$ cat src/hdl/spvp_pkg.sv
package spvp_pkg;

	localparam int KIND_W    = 2;
	localparam int POS_W     = 32;
	localparam int VEL_W     = 17;
	localparam int RATE_W    = 16;
	localparam int CRUISE_W  = 16;
	localparam int MIN_W     = 16;
	localparam int RAMP_W    = 20;
	localparam int SLEW_W    = 16;
	localparam int CFG_W     = 20;
	localparam int CFG_IDX_W = 2;
	localparam int QUO_W     = 16;
	localparam int PROD_W    = CRUISE_W + RAMP_W;
	localparam int DCNT_W    = $clog2(QUO_W);

	// item kinds
	localparam logic [KIND_W-1:0] KIND_TICK     = 2'd0;
	localparam logic [KIND_W-1:0] KIND_TARGET   = 2'd1;
	localparam logic [KIND_W-1:0] KIND_VELOCITY = 2'd2;

	// register indexes
	localparam logic [CFG_IDX_W-1:0] REG_CRUISE = 2'd0;
	localparam logic [CFG_IDX_W-1:0] REG_MIN    = 2'd1;
	localparam logic [CFG_IDX_W-1:0] REG_RAMP   = 2'd2;
	localparam logic [CFG_IDX_W-1:0] REG_SLEW   = 2'd3;

	localparam logic [CRUISE_W-1:0] CRUISE_RST = 16'd2000;
	localparam logic [MIN_W-1:0]    MIN_RST    = 16'd100;
	localparam logic [RAMP_W-1:0]   RAMP_RST   = 20'd1000;
	localparam logic [SLEW_W-1:0]   SLEW_RST   = 16'd50;

	localparam int STOP_WINDOW = 5;
	localparam logic signed [VEL_W-1:0] VEL_LIMIT = 17'sd65535;

	typedef enum logic [2:0] {
		ST_IDLE,
		ST_DIFF,
		ST_MUL,
		ST_DIV,
		ST_CMD,
		ST_SLEW,
		ST_OUT
	} state_t;

	typedef struct packed {
		logic take;
		logic ld_diff;
		logic ld_mul;
		logic div_step;
		logic ld_cmd;
		logic ld_slew;
		logic ld_out;
	} ctrl_t;

endpackage

$ cat src/hdl/spvp_if.sv
interface spvp_item_if import spvp_pkg::*; ();
	logic                     valid;
	logic                     ready;
	logic [KIND_W-1:0]        kind;
	logic signed [POS_W-1:0]  position_now;
	logic signed [POS_W-1:0]  target_position;
	logic signed [VEL_W-1:0]  velocity_request;

	modport source (output valid, kind, position_now, target_position, velocity_request,
		input ready);
	modport sink (input valid, kind, position_now, target_position, velocity_request,
		output ready);
endinterface

interface spvp_result_if import spvp_pkg::*; ();
	logic                     valid;
	logic                     ready;
	logic [RATE_W-1:0]        step_rate;
	logic                     direction_positive;
	logic                     driver_enable;
	logic signed [VEL_W-1:0]  velocity_now;
	logic                     target_active;

	modport source (output valid, step_rate, direction_positive, driver_enable,
		velocity_now, target_active, input ready);
	modport sink (input valid, step_rate, direction_positive, driver_enable,
		velocity_now, target_active, output ready);
endinterface

$ cat src/hdl/stepper_position_velocity_profiler_core.sv
// Stepper motion profiler. Each word on the item channel is a control tick, a new
// position target, a new velocity command or a spare kind with no effect, and each
// gives exactly one result word with the slewed actual velocity, its magnitude and
// sign, the driver enable and the target flag. Items are handled one at a time and
// the item channel is not ready while one is in work. A target or velocity load goes
// straight to the output state; a tick with no target passes the slew state, one
// outside the ramp the diff, cmd and slew states, and one inside the ramp also the
// mul state and the 16-step restoring divider for cruise_speed*distance/ramp_length.
// The item channel is ready again the cycle after the result word is loaded; a
// stalled result word holds the sequencer until it is taken. Configuration must be
// written through the cfg port while no item is in work; the block does not enforce
// this. Registers reset to cruise 2000, min 100, ramp 1000 and slew 50.
module stepper_position_velocity_profiler_core
	import spvp_pkg::*;
#(
	parameter int POSITION_BITS = 32
) (
	input  logic                 clk,
	input  logic                 arst_n,
	input  logic                 cfg_we,
	input  logic [CFG_IDX_W-1:0] cfg_index,
	input  logic [CFG_W-1:0]     cfg_data,
	spvp_item_if.sink            item,
	spvp_result_if.source        result
);

	localparam int PB = POSITION_BITS;
	localparam int CW = (PB > RAMP_W) ? PB : RAMP_W;

	logic [CRUISE_W-1:0] cruise_q;
	logic [MIN_W-1:0]    min_q;
	logic [RAMP_W-1:0]   ramp_q;
	logic [SLEW_W-1:0]   slew_q;

	logic [PB-1:0]           target_q;
	logic [PB-1:0]           pos_q;
	logic                    tgt_act_q;
	logic signed [VEL_W-1:0] cmd_q;
	logic signed [VEL_W-1:0] act_q;
	logic                    en_q;

	logic              neg_q, inside_q, stop_q, dpos_q;
	logic [RAMP_W-1:0] mag_q;
	logic [RAMP_W-1:0] rem_q;
	logic [QUO_W-1:0]  low_q;
	logic [DCNT_W-1:0] cnt_q;

	logic                    out_valid_q;
	logic [RATE_W-1:0]       out_rate_q;
	logic                    out_dir_q;
	logic                    out_en_q;
	logic signed [VEL_W-1:0] out_vel_q;
	logic                    out_tgt_q;

	state_t state_q, state_d;
	ctrl_t  ctrl;

	logic accept, out_free, div_done;
	logic in_ramp;

	assign accept   = item.valid && item.ready;
	assign out_free = !out_valid_q || result.ready;
	assign div_done = (cnt_q == DCNT_W'(QUO_W - 1));

	// next state
	always_comb begin
		state_d = state_q;
		case (state_q)
			ST_IDLE: begin
				if (accept) begin
					if (item.kind == KIND_TICK) begin
						state_d = tgt_act_q ? ST_DIFF : ST_SLEW;
					end else begin
						state_d = ST_OUT;
					end
				end
			end
			ST_DIFF: state_d = in_ramp ? ST_MUL : ST_CMD;
			ST_MUL:  state_d = ST_DIV;
			ST_DIV:  state_d = div_done ? ST_CMD : ST_DIV;
			ST_CMD:  state_d = ST_SLEW;
			ST_SLEW: state_d = ST_OUT;
			ST_OUT:  state_d = out_free ? ST_IDLE : ST_OUT;
			default: state_d = ST_IDLE;
		endcase
	end

	// outputs of the sequencer
	always_comb begin
		ctrl = '0;
		case (state_q)
			ST_IDLE: ctrl.take     = 1'b1;
			ST_DIFF: ctrl.ld_diff  = 1'b1;
			ST_MUL:  ctrl.ld_mul   = 1'b1;
			ST_DIV:  ctrl.div_step = 1'b1;
			ST_CMD:  ctrl.ld_cmd   = 1'b1;
			ST_SLEW: ctrl.ld_slew  = 1'b1;
			ST_OUT:  ctrl.ld_out   = out_free;
			default: ctrl = '0;
		endcase
	end

	assign item.ready = ctrl.take;

	// distance to target, wrapped to the position width
	logic [PB-1:0] diff;
	logic [PB-1:0] dabs;
	logic [CW-1:0] dabs_ext;
	logic          dneg;

	assign diff     = target_q - pos_q;
	assign dneg     = diff[PB-1];
	assign dabs     = dneg ? (~diff + PB'(1)) : diff;
	assign dabs_ext = CW'(dabs);
	assign in_ramp  = dabs_ext < CW'(ramp_q);

	// velocity request saturation (only -65536 is out of range)
	logic signed [VEL_W-1:0] req_sat;
	assign req_sat = (item.velocity_request < -VEL_LIMIT) ? -VEL_LIMIT : item.velocity_request;

	// restoring divide step
	logic [RAMP_W:0] trial;
	logic            trial_ge;
	assign trial    = {rem_q, low_q[QUO_W-1]};
	assign trial_ge = trial >= {1'b0, ramp_q};

	logic [PROD_W-1:0] prod;
	assign prod = PROD_W'(cruise_q) * PROD_W'(mag_q);

	// commanded velocity from the ramp
	logic signed [VEL_W-1:0] cmd_new;
	logic [QUO_W-1:0]        q_mag;
	always_comb begin
		q_mag = (low_q <= min_q) ? min_q : low_q;
		if (stop_q) begin
			cmd_new = '0;
		end else if (inside_q) begin
			if (!neg_q || low_q == '0) begin
				cmd_new = $signed({1'b0, q_mag});
			end else begin
				cmd_new = -$signed({1'b0, q_mag});
			end
		end else if (dpos_q) begin
			cmd_new = $signed({1'b0, cruise_q});
		end else begin
			cmd_new = -$signed({1'b0, cruise_q});
		end
	end

	// slew limiter
	logic signed [VEL_W:0]   dv;
	logic [VEL_W:0]          dv_mag;
	logic signed [VEL_W:0]   act_step;
	logic signed [VEL_W-1:0] act_new;
	logic                    en_new;
	always_comb begin
		dv       = (VEL_W+1)'(cmd_q) - (VEL_W+1)'(act_q);
		dv_mag   = dv[VEL_W] ? (~dv + 1'b1) : dv;
		act_step = dv[VEL_W] ? ((VEL_W+1)'(act_q) - $signed({2'b00, slew_q}))
			: ((VEL_W+1)'(act_q) + $signed({2'b00, slew_q}));
		en_new   = !(cmd_q == '0 && act_q == '0);
		if (!en_new || dv == '0) begin
			act_new = act_q;
		end else if (dv_mag <= (VEL_W+1)'(slew_q)) begin
			act_new = cmd_q;
		end else begin
			act_new = act_step[VEL_W-1:0];
		end
	end

	logic [VEL_W-1:0] act_abs;
	assign act_abs = act_q[VEL_W-1] ? (~act_q + 1'b1) : act_q;

	always_ff @(posedge clk or negedge arst_n) begin
		if (!arst_n) begin
			state_q     <= ST_IDLE;
			cruise_q    <= CRUISE_RST;
			min_q       <= MIN_RST;
			ramp_q      <= RAMP_RST;
			slew_q      <= SLEW_RST;
			target_q    <= '0;
			tgt_act_q   <= 1'b0;
			cmd_q       <= '0;
			act_q       <= '0;
			en_q        <= 1'b0;
			out_valid_q <= 1'b0;
		end else begin
			state_q <= state_d;

			if (cfg_we) begin
				case (cfg_index)
					REG_CRUISE: cruise_q <= cfg_data[CRUISE_W-1:0];
					REG_MIN:    min_q    <= cfg_data[MIN_W-1:0];
					REG_RAMP:   ramp_q   <= cfg_data[RAMP_W-1:0];
					REG_SLEW:   slew_q   <= cfg_data[SLEW_W-1:0];
					default:    ;
				endcase
			end

			if (accept) begin
				case (item.kind)
					KIND_TARGET: begin
						target_q  <= item.target_position[PB-1:0];
						tgt_act_q <= 1'b1;
					end
					KIND_VELOCITY: cmd_q <= req_sat;
					default: ;
				endcase
			end

			if (ctrl.ld_cmd) begin
				cmd_q <= cmd_new;
				if (stop_q) begin
					tgt_act_q <= 1'b0;
				end
			end

			if (ctrl.ld_slew) begin
				en_q  <= en_new;
				act_q <= act_new;
			end

			if (ctrl.ld_out) begin
				out_valid_q <= 1'b1;
			end else if (result.ready) begin
				out_valid_q <= 1'b0;
			end
		end
	end

	// payload registers
	always_ff @(posedge clk) begin
		if (accept) begin
			pos_q  <= item.position_now[PB-1:0];
		end
		if (ctrl.ld_diff) begin
			neg_q    <= dneg;
			inside_q <= in_ramp;
			stop_q   <= dabs_ext <= CW'(STOP_WINDOW);
			dpos_q   <= !dneg && (diff != '0);
			mag_q    <= dabs_ext[RAMP_W-1:0];
		end
		if (ctrl.ld_mul) begin
			rem_q <= prod[PROD_W-1:QUO_W];
			low_q <= prod[QUO_W-1:0];
			cnt_q <= '0;
		end
		if (ctrl.div_step) begin
			rem_q <= trial_ge ? RAMP_W'(trial - {1'b0, ramp_q}) : trial[RAMP_W-1:0];
			low_q <= {low_q[QUO_W-2:0], trial_ge};
			cnt_q <= cnt_q + 1'b1;
		end
		if (ctrl.ld_out) begin
			out_rate_q <= act_abs[RATE_W-1:0];
			out_dir_q  <= !act_q[VEL_W-1];
			out_en_q   <= en_q;
			out_vel_q  <= act_q;
			out_tgt_q  <= tgt_act_q;
		end
	end

	assign result.valid              = out_valid_q;
	assign result.step_rate          = out_rate_q;
	assign result.direction_positive = out_dir_q;
	assign result.driver_enable      = out_en_q;
	assign result.velocity_now       = out_vel_q;
	assign result.target_active      = out_tgt_q;

endmodule

$ cat src/flat_wrapper.sv
// flat-port wrapper written by rule: the top's interface ports become plain ports
module stepper_position_velocity_profiler_core_flat import spvp_pkg::*;
#(
	parameter int POSITION_BITS = 32
)
  (clk, arst_n, cfg_we, cfg_index, cfg_data, item_valid, item_kind, item_position_now, item_target_position, item_velocity_request, item_ready, result_valid, result_step_rate, result_direction_positive, result_driver_enable, result_velocity_now, result_target_active, result_ready);
  spvp_item_if item_i ();
  spvp_result_if result_i ();
  input  logic clk;
  input  logic arst_n;
  input  logic cfg_we;
  input  logic [CFG_IDX_W-1:0] cfg_index;
  input  logic [CFG_W-1:0] cfg_data;
  input wire logic [$bits(item_i.valid)-1:0] item_valid;
  input wire logic [$bits(item_i.kind)-1:0] item_kind;
  input wire logic [$bits(item_i.position_now)-1:0] item_position_now;
  input wire logic [$bits(item_i.target_position)-1:0] item_target_position;
  input wire logic [$bits(item_i.velocity_request)-1:0] item_velocity_request;
  output wire logic [$bits(item_i.ready)-1:0] item_ready;
  output wire logic [$bits(result_i.valid)-1:0] result_valid;
  output wire logic [$bits(result_i.step_rate)-1:0] result_step_rate;
  output wire logic [$bits(result_i.direction_positive)-1:0] result_direction_positive;
  output wire logic [$bits(result_i.driver_enable)-1:0] result_driver_enable;
  output wire logic [$bits(result_i.velocity_now)-1:0] result_velocity_now;
  output wire logic [$bits(result_i.target_active)-1:0] result_target_active;
  input wire logic [$bits(result_i.ready)-1:0] result_ready;
  assign item_i.valid = item_valid;
  assign item_i.kind = item_kind;
  assign item_i.position_now = item_position_now;
  assign item_i.target_position = item_target_position;
  assign item_i.velocity_request = item_velocity_request;
  assign item_ready = item_i.ready;
  assign result_valid = result_i.valid;
  assign result_step_rate = result_i.step_rate;
  assign result_direction_positive = result_i.direction_positive;
  assign result_driver_enable = result_i.driver_enable;
  assign result_velocity_now = result_i.velocity_now;
  assign result_target_active = result_i.target_active;
  assign result_i.ready = result_ready;
  stepper_position_velocity_profiler_core #(.POSITION_BITS(POSITION_BITS)) u_core (.clk(clk), .arst_n(arst_n), .cfg_we(cfg_we), .cfg_index(cfg_index), .cfg_data(cfg_data), .item(item_i), .result(result_i));
endmodule
$ cat config.mk
export PLATFORM = sky130hd
export DESIGN_NAME = stepper_position_velocity_profiler_core_flat
export DESIGN_NICKNAME = d
export VERILOG_FILES = /design/src/hdl/spvp_pkg.sv /design/src/hdl/spvp_if.sv /design/src/hdl/stepper_position_velocity_profiler_core.sv /design/src/flat_wrapper.sv
export SDC_FILE = /design/constraint.sdc
export NUM_CORES = 2
export LEC_CHECK = 0
export BUFFER_PORTS_ARGS = -buffer_cell sky130_fd_sc_hd__buf_4
export CORE_ASPECT_RATIO = 0.75
export CORE_MARGIN = 1
export CORE_UTILIZATION = 30
export DETAILED_ROUTE_END_ITERATION = 10
export REMOVE_ABC_BUFFERS = 1
export SLEW_MARGIN = 20
export SYNTH_ARGS = -nofsm -noshare
export SYNTH_HDL_FRONTEND = slang
export SYNTH_SLANG_ARGS = --single-unit
export TNS_END_PERCENT = 100
$ cat constraint.sdc
create_clock -name clk -period 10 [get_ports clk]
set_input_delay 3 -clock clk [delete_from_list [all_inputs] [get_ports clk]]
set_output_delay 3 -clock clk [all_outputs]
set_load 0.1 [all_outputs]
# Yosys cells after proc, flatten, opt, wreduce, memory -nomap -nowiden
# Index checks and enable logic that the tools add are counted.
[op_classes] addsub=11 n_mul=1 magnitude_cmp=6 n_eq_ne=13 n_mux=41 n_bitwise=4 reduce_logical=30
[op_table] operator="17-bit 2-to-1 mux" count=10
[op_table] operator="16-bit 2-to-1 mux" count=4
[op_table] operator="20-bit 2-to-1 mux" count=3
[op_table] operator="16-bit by 20-bit multiplier with 36-bit output" count=1
[op_table] operator="17-bit zero test" count=2
[op_table] operator="16-bit negation with 17-bit output" count=2
[op_table] operator="32-bit by 1-bit adder with 32-bit output (second input constant)" count=1
[op_table] operator="32-bit by 3-bit less-or-equal comparator with 1-bit output (second input constant)" count=1
[op_table] operator="32-bit by 20-bit < comparator with 1-bit output" count=1
[op_table] operator="32-bit 2-to-1 mux" count=1
[op_table] operator="32-bit inverter" count=1
[op_table] operator="32-bit nonzero test" count=1
[op_table] operator="32-bit subtractor" count=1
[op_table] operator="21-bit by 20-bit greater-or-equal comparator with 1-bit output" count=1
[op_table] operator="3-bit case mux with 7 select lines" count=1
[op_table] operator="20-bit subtractor" count=1
[op_table] operator="18-bit by 1-bit adder with 18-bit output (second input constant)" count=1
[op_table] operator="18-bit by 16-bit less-or-equal comparator with 1-bit output" count=1
[op_table] operator="18-bit zero test" count=1
[op_table] operator="18-bit 2-to-1 mux" count=1
[op_table] operator="3-bit 2-to-1 mux" count=6
[op_table] operator="18-bit inverter" count=1
[op_table] operator="17-bit by 17-bit subtractor with 18-bit output" count=1
[op_table] operator="17-bit adder" count=1
[op_table] operator="other kinds (24)" count=61
[totals] register_bits=272 input_bits=110 output_inout_bits=38 wordCells=131

# Longest topological paths before layout
[depth] ltp_word=7 mapped_depth=29 mapped_depth_nobuf=26

# Worst setup path before layout
# No wires, ideal clock.
[synth_timing] kind="register -> register" from="register u_core.cruise_q[6]" to="register u_core.rem_q[19] (data pin)" setup_ps=270 t_arrival_ps=6623 t_required_ps=9730 setup_slack_ps=3107 stages_incl_launch_ff=28 path_buffers=2 synth_period_minus_slack_ps=6893 cell_sequence="dfstp_2 clkbuf_1 clkbuf_1 nand2_1 fa_1 inv_1 fa_1 inv_1 fa_1 inv_1 fa_1 fa_1 inv_1 fa_1 inv_1 ha_1 a21o_1 a21oi_1 nand2_1 a21oi_1 a311o_1 a31oi_1 a2111oi_0 o21ai_0 nand2b_1 nand3b_1 o21ai_0 o32ai_1"
[synth_between] elab_chain_cells=3
[synth_lines] item="from (decl)" line_no="stepper_position_velocity_profiler_core.sv:30" source="logic [CRUISE_W-1:0] cruise_q;"
[synth_lines] item="from (signal assigned)" line_no="stepper_position_velocity_profiler_core.sv:192" source="REG_CRUISE: cruise_q <= cfg_data[CRUISE_W-1:0];"
[synth_lines] item="16-bit by 20-bit multiplier with 36-bit output" line_no="stepper_position_velocity_profiler_core.sv:128" source="assign prod = PROD_W'(cruise_q) * PROD_W'(mag_q);"
[synth_lines] item="20-bit 2-to-1 mux" line_no="stepper_position_velocity_profiler_core.sv:243" source="if (ctrl.ld_mul) begin"
[synth_lines] item="20-bit 2-to-1 mux" line_no="stepper_position_velocity_profiler_core.sv:248" source="if (ctrl.div_step) begin"
[synth_lines] item="to (signal assigned)" line_no="stepper_position_velocity_profiler_core.sv:244" source="rem_q <= prod[PROD_W-1:QUO_W];"
[synth_lines] item="to (signal assigned)" line_no="stepper_position_velocity_profiler_core.sv:249" source="rem_q <= trial_ge ? RAMP_W'(trial - {1'b0, ramp_q}) : trial[RAMP_W-1:0];"
[synth_lines] item="to (decl)" line_no="stepper_position_velocity_profiler_core.sv:44" source="logic [RAMP_W-1:0] rem_q;"
# Every way passes these cells. The select of a mux whose other input is x is not followed.
# A chain may end at the register's enable or synchronous reset.

# Worst setup path in the final report
[layout_timing] from="register u_core.cruise_q[5]" to="register u_core.rem_q[19] (data pin)"
# Same word-level chain as after synthesis.

==> flow_summary.json <==
{
  "result_of_the_run": "complete, no violations",
  "tritoncts_clock_tree": "yes",
  "cp_slowest_stage_delay_ns": 0.98,
  "accumulated_negative_setup_slack_ns": 0,
  "finish.net_count": 3850,
  "area_growth_pct": 11.41,
  "finalHoldWorstSlack_ns": 0.4674,
  "synth_seq_area_share_pct": 25.68,
  "synth_warnings": 0,
  "finalHoldViolCount": 0,
  "path_cells": "nand2_1 -> fa_1 -> inv_1 -> fa_1 -> inv_1 -> fa_1 -> fa_1 -> inv_1 -> fa_1 -> fa_1 -> ha_1 -> a21o_1 -> a21oi_1 -> nand2_1 -> a31o_2 -> nand2_1 -> a311o_1 -> a31oi_1 -> a2111oi_0 -> o21ai_0 -> nand2b_1 -> nand3b_1 -> o21ai_0 -> o32ai_1",
  "detailedRoute.firstIterationViolations": 1714,
  "cts.hold.buffers_added": 0,
  "place_hpwl_um": 65490,
  "drt-vias-per-instance": 5.091,
  "clk_pin_slew_ns": 0.07,
  "detail_route.drc_violations": 0,
  "post_synth_num_cell_types": 87,
  "cts-htree-levels": 1,
  "path_delay_family": "adder cells",
  "layout-drive-gt1-share_pct": 11.15,
  "synth_enable_flop_cells": 131,
  "final-max-slew-violation-count": 0,
  "critical_path.startpoint": "u_core.cruise_q[5]$_DFFE_PN0P_",
  "slowest_stage": "dfrtp_1",
  "root_buffer": "clkbuf_16",
  "grt-ovfl-total": 0,
  "grt_pass1_wl_um": 133200,
  "antenna-diode-count": 0,
  "die_height_um": 271.5,
  "required_ns": 10.33,
  "dr_total_vias": 22940,
  "chipWidth_um": 361.3,
  "floorplan.core_area_um2": 95640,
  "netlist_area_um2": 29050,
  "synth.ff_latch_count": 271,
  "relSlewSlack_pct": 23.89,
  "worst-slew-pin-transition_ns": 1.138,
  "first_global_vias": 22440,
  "critical_path.endpoint_type": "register",
  "synthCells": 3158,
  "boundary_pin_count": 148,
  "period_needed_ns": 7.829,
  "report.final.setup_viol": 0,
  "cts_made_buffers": 27,
  "clockBufferDepth": 3,
  "worst_clock_skew_ns": 0.03529,
  "path_buf_inv": 3,
  "port_buffers": 147,
  "cts_resized": 0,
  "arrival_ns": 8.16,
  "gp_congestion": 0.8983,
  "critPathMaxFanout": 24,
  "cts_setup_buffers": 0,
  "routedWlPerCell_um": 18.58,
  "final_min_period_over_clock_period_pct": 78.29,
  "detailed_routing_iterations_pass_1": 6,
  "antenna_found_initial": 4,
  "grt_util_all_layers_pct": 17.11,
  "holdCritPathClass": "register to register",
  "numClockSinks": 271,
  "hold_start": "u_core.en_q$_DFFE_PN0P_",
  "syn-mean-instance-area_um2": 9.198,
  "routed_wl_um": 83740,
  "floorplan.rows": 98,
  "worst_setup_path_start_kind": "register",
  "synthFlopType": "edfxtp_1",
  "reg2reg_from": "u_core.cruise_q[5]$_DFFE_PN0P_",
  "rsz0062_at_grt": "false",
  "initial_core_util_pct": 30.37,
  "max_cap_violations": 0,
  "route.antenna.remaining_nets": 0,
  "synth_async_sr_flop_share_pct": 51.66,
  "worst-setup-path-type": "register to register",
  "floorplan.die_area_um2": 98090,
  "clock_insertion_delay_worst_skew_ns": 0.60,
  "grt_max_degree": 86,
  "clock.fmax_mhz": 127.7,
  "cp_common_cell": "fa_1"
}
[registers in the layout, indices dropped and copies added (netlist names), 4 cells and up]
| signal | cells |
|---|---|
| u_core.act_q | 17 |
| u_core.result.step_rate | 15 |
| u_core.cnt_q | 4 |
| u_core.target_q | 32 |
| u_core.low_q | 16 |
| u_core.pos_q | 32 |
| u_core.result.velocity_now | 17 |
| u_core.mag_q | 20 |
| u_core.ramp_q | 20 |
| u_core.slew_q | 16 |
| u_core.cmd_q | 17 |
| u_core.cruise_q | 16 |
| u_core.rem_q | 20 |
| u_core.min_q | 16 |
[metrics by stage]
| stage | std cells | worst slack, ns | area [µm²] | util (%) |
|---|---|---|---|---|
| finish | 4506 | 2.171 | 32360 | 33.84 |
| global route | 4506 | 1.674 | 32360 | 33.84 |
| CTS | 4506 | 2.309 | 32360 | 33.83 |
| detailed placement | 4456 | 2.329 | 31470 | 32.90 |
| global placement | 4456 | 2.450 | 31470 | 32.90 |
| floorplan | 3037 | 3.352 | 28580 | - |
[routing by layer]
layer / global-route usage (%) / up-vias / share of wire [%]
met5: 0 / - / 0.0084
met4: 1.684 / 2 / 0.98
met3: 3.061 / 61 / 7.5
met2: 24.32 / 718 / 41
met1: 27.29 / 11390 / 51
li1: - / 10770 / -
[cell usage after synthesis (all sizes together), types with 5 or more instances]
master | count | share of area (%)
o21a | 20 | 0.52
fa | 254 | 18
nor2 | 151 | 2.0
a211o | 7 | 0.21
a31o | 5 | 0.15
or4 | 7 | 0.19
nand3 | 40 | 0.69
a22oi | 6 | 0.16
nor4 | 27 | 0.63
nand2b | 24 | 0.54
inv | 452 | 5.8
or3 | 26 | 0.58
clkbuf | 112 | 1.4
nand4 | 25 | 0.54
xor2 | 56 | 1.7
nand3b | 10 | 0.30
o21bai | 11 | 0.28
nor2b | 16 | 0.34
nor3b | 9 | 0.23
dfrtp | 122 | 11
ha | 251 | 11
o211ai | 18 | 0.47
o2111ai | 5 | 0.15
buf | 9 | 0.16
edfxtp | 131 | 14
a21o | 62 | 1.6
a31oi | 27 | 0.60
o31ai | 32 | 0.89
a2111oi | 7 | 0.21
mux2i | 44 | 1.5
xnor2 | 124 | 3.7
nor3 | 43 | 0.74
and3 | 15 | 0.32
a21boi | 9 | 0.23
nand2 | 393 | 5.1
a21oi | 125 | 2.2
a221oi | 9 | 0.27
o21ai | 161 | 2.8
mux2 | 100 | 3.9
a211oi | 20 | 0.58
dfstp | 18 | 1.6
and2 | 118 | 2.5
or2 | 7 | 0.15
[worst paths after layout]
kind                                                          to  slack, ns  cells after the start
setup / recovery                      u_core.rem_q[19]$_DFFE_PP_       2.17                     24
hold / removal             u_core.result.driver_enable$_DFFE_PP_       0.47                      0
setup reg to reg                      u_core.rem_q[19]$_DFFE_PP_       2.17                     24
hold reg to reg            u_core.result.driver_enable$_DFFE_PP_       0.47                      0
max in group asynchronous            u_core.min_q[3]$_DFFE_PN0P_       6.14                      2
min in group asynchronous        u_core.target_q[18]$_DFFE_PN0P_       2.47                      1
[cells by family (layout without fill, tap and decap cells)]
logic type	count (synthesis)	in the layout	share of synthesized area (%)
fa+ha+maj	505	505	28.32
flops	271	271	25.68
mux	144	144	5.393
buf+inv	573	671	7.447
simple gates	922	922	15.23
compound gates	563	563	12.48
xor+xnor	180	180	5.453
[cell usage in the layout, fill, tap and decap left out, types with 15 or more instances in the layout]
cell       count
and2_1       116
a21oi_1      125
o21a_1        20
fa_1         254
a211oi_1      18
mux2_2       100
o31ai_1       30
a31oi_1       25
nand4_1       25
o211ai_1      18
o21ai_0      157
a21o_1        62
inv_1        451
nand2b_1      23
dfstp_2       18
nor2b_1       16
ha_1         251
edfxtp_1     131
and3_1        15
xnor2_1      123
or3_1         25
nor3_1        42
nand2_1      393
dfrtp_1      122
nor2_1       150
xor2_1        55
clkbuf_16     30
buf_4        168
nand3_1       39
nor4_1        26
mux2i_1       44
[cell type report]
class,instances,area [µm²]
multi-input cells,2314,19480
flip-flops and latches,271,7460
clock buffers,41,822.0
clock inverters,9,67.56
fillers,9842,63280
repair buffers,169,1272
inverters,452,1697
well taps,1250,1564
Power is not shown: default switching activity piles up to over one toggle a cycle in this logic, so the estimate is an artifact.
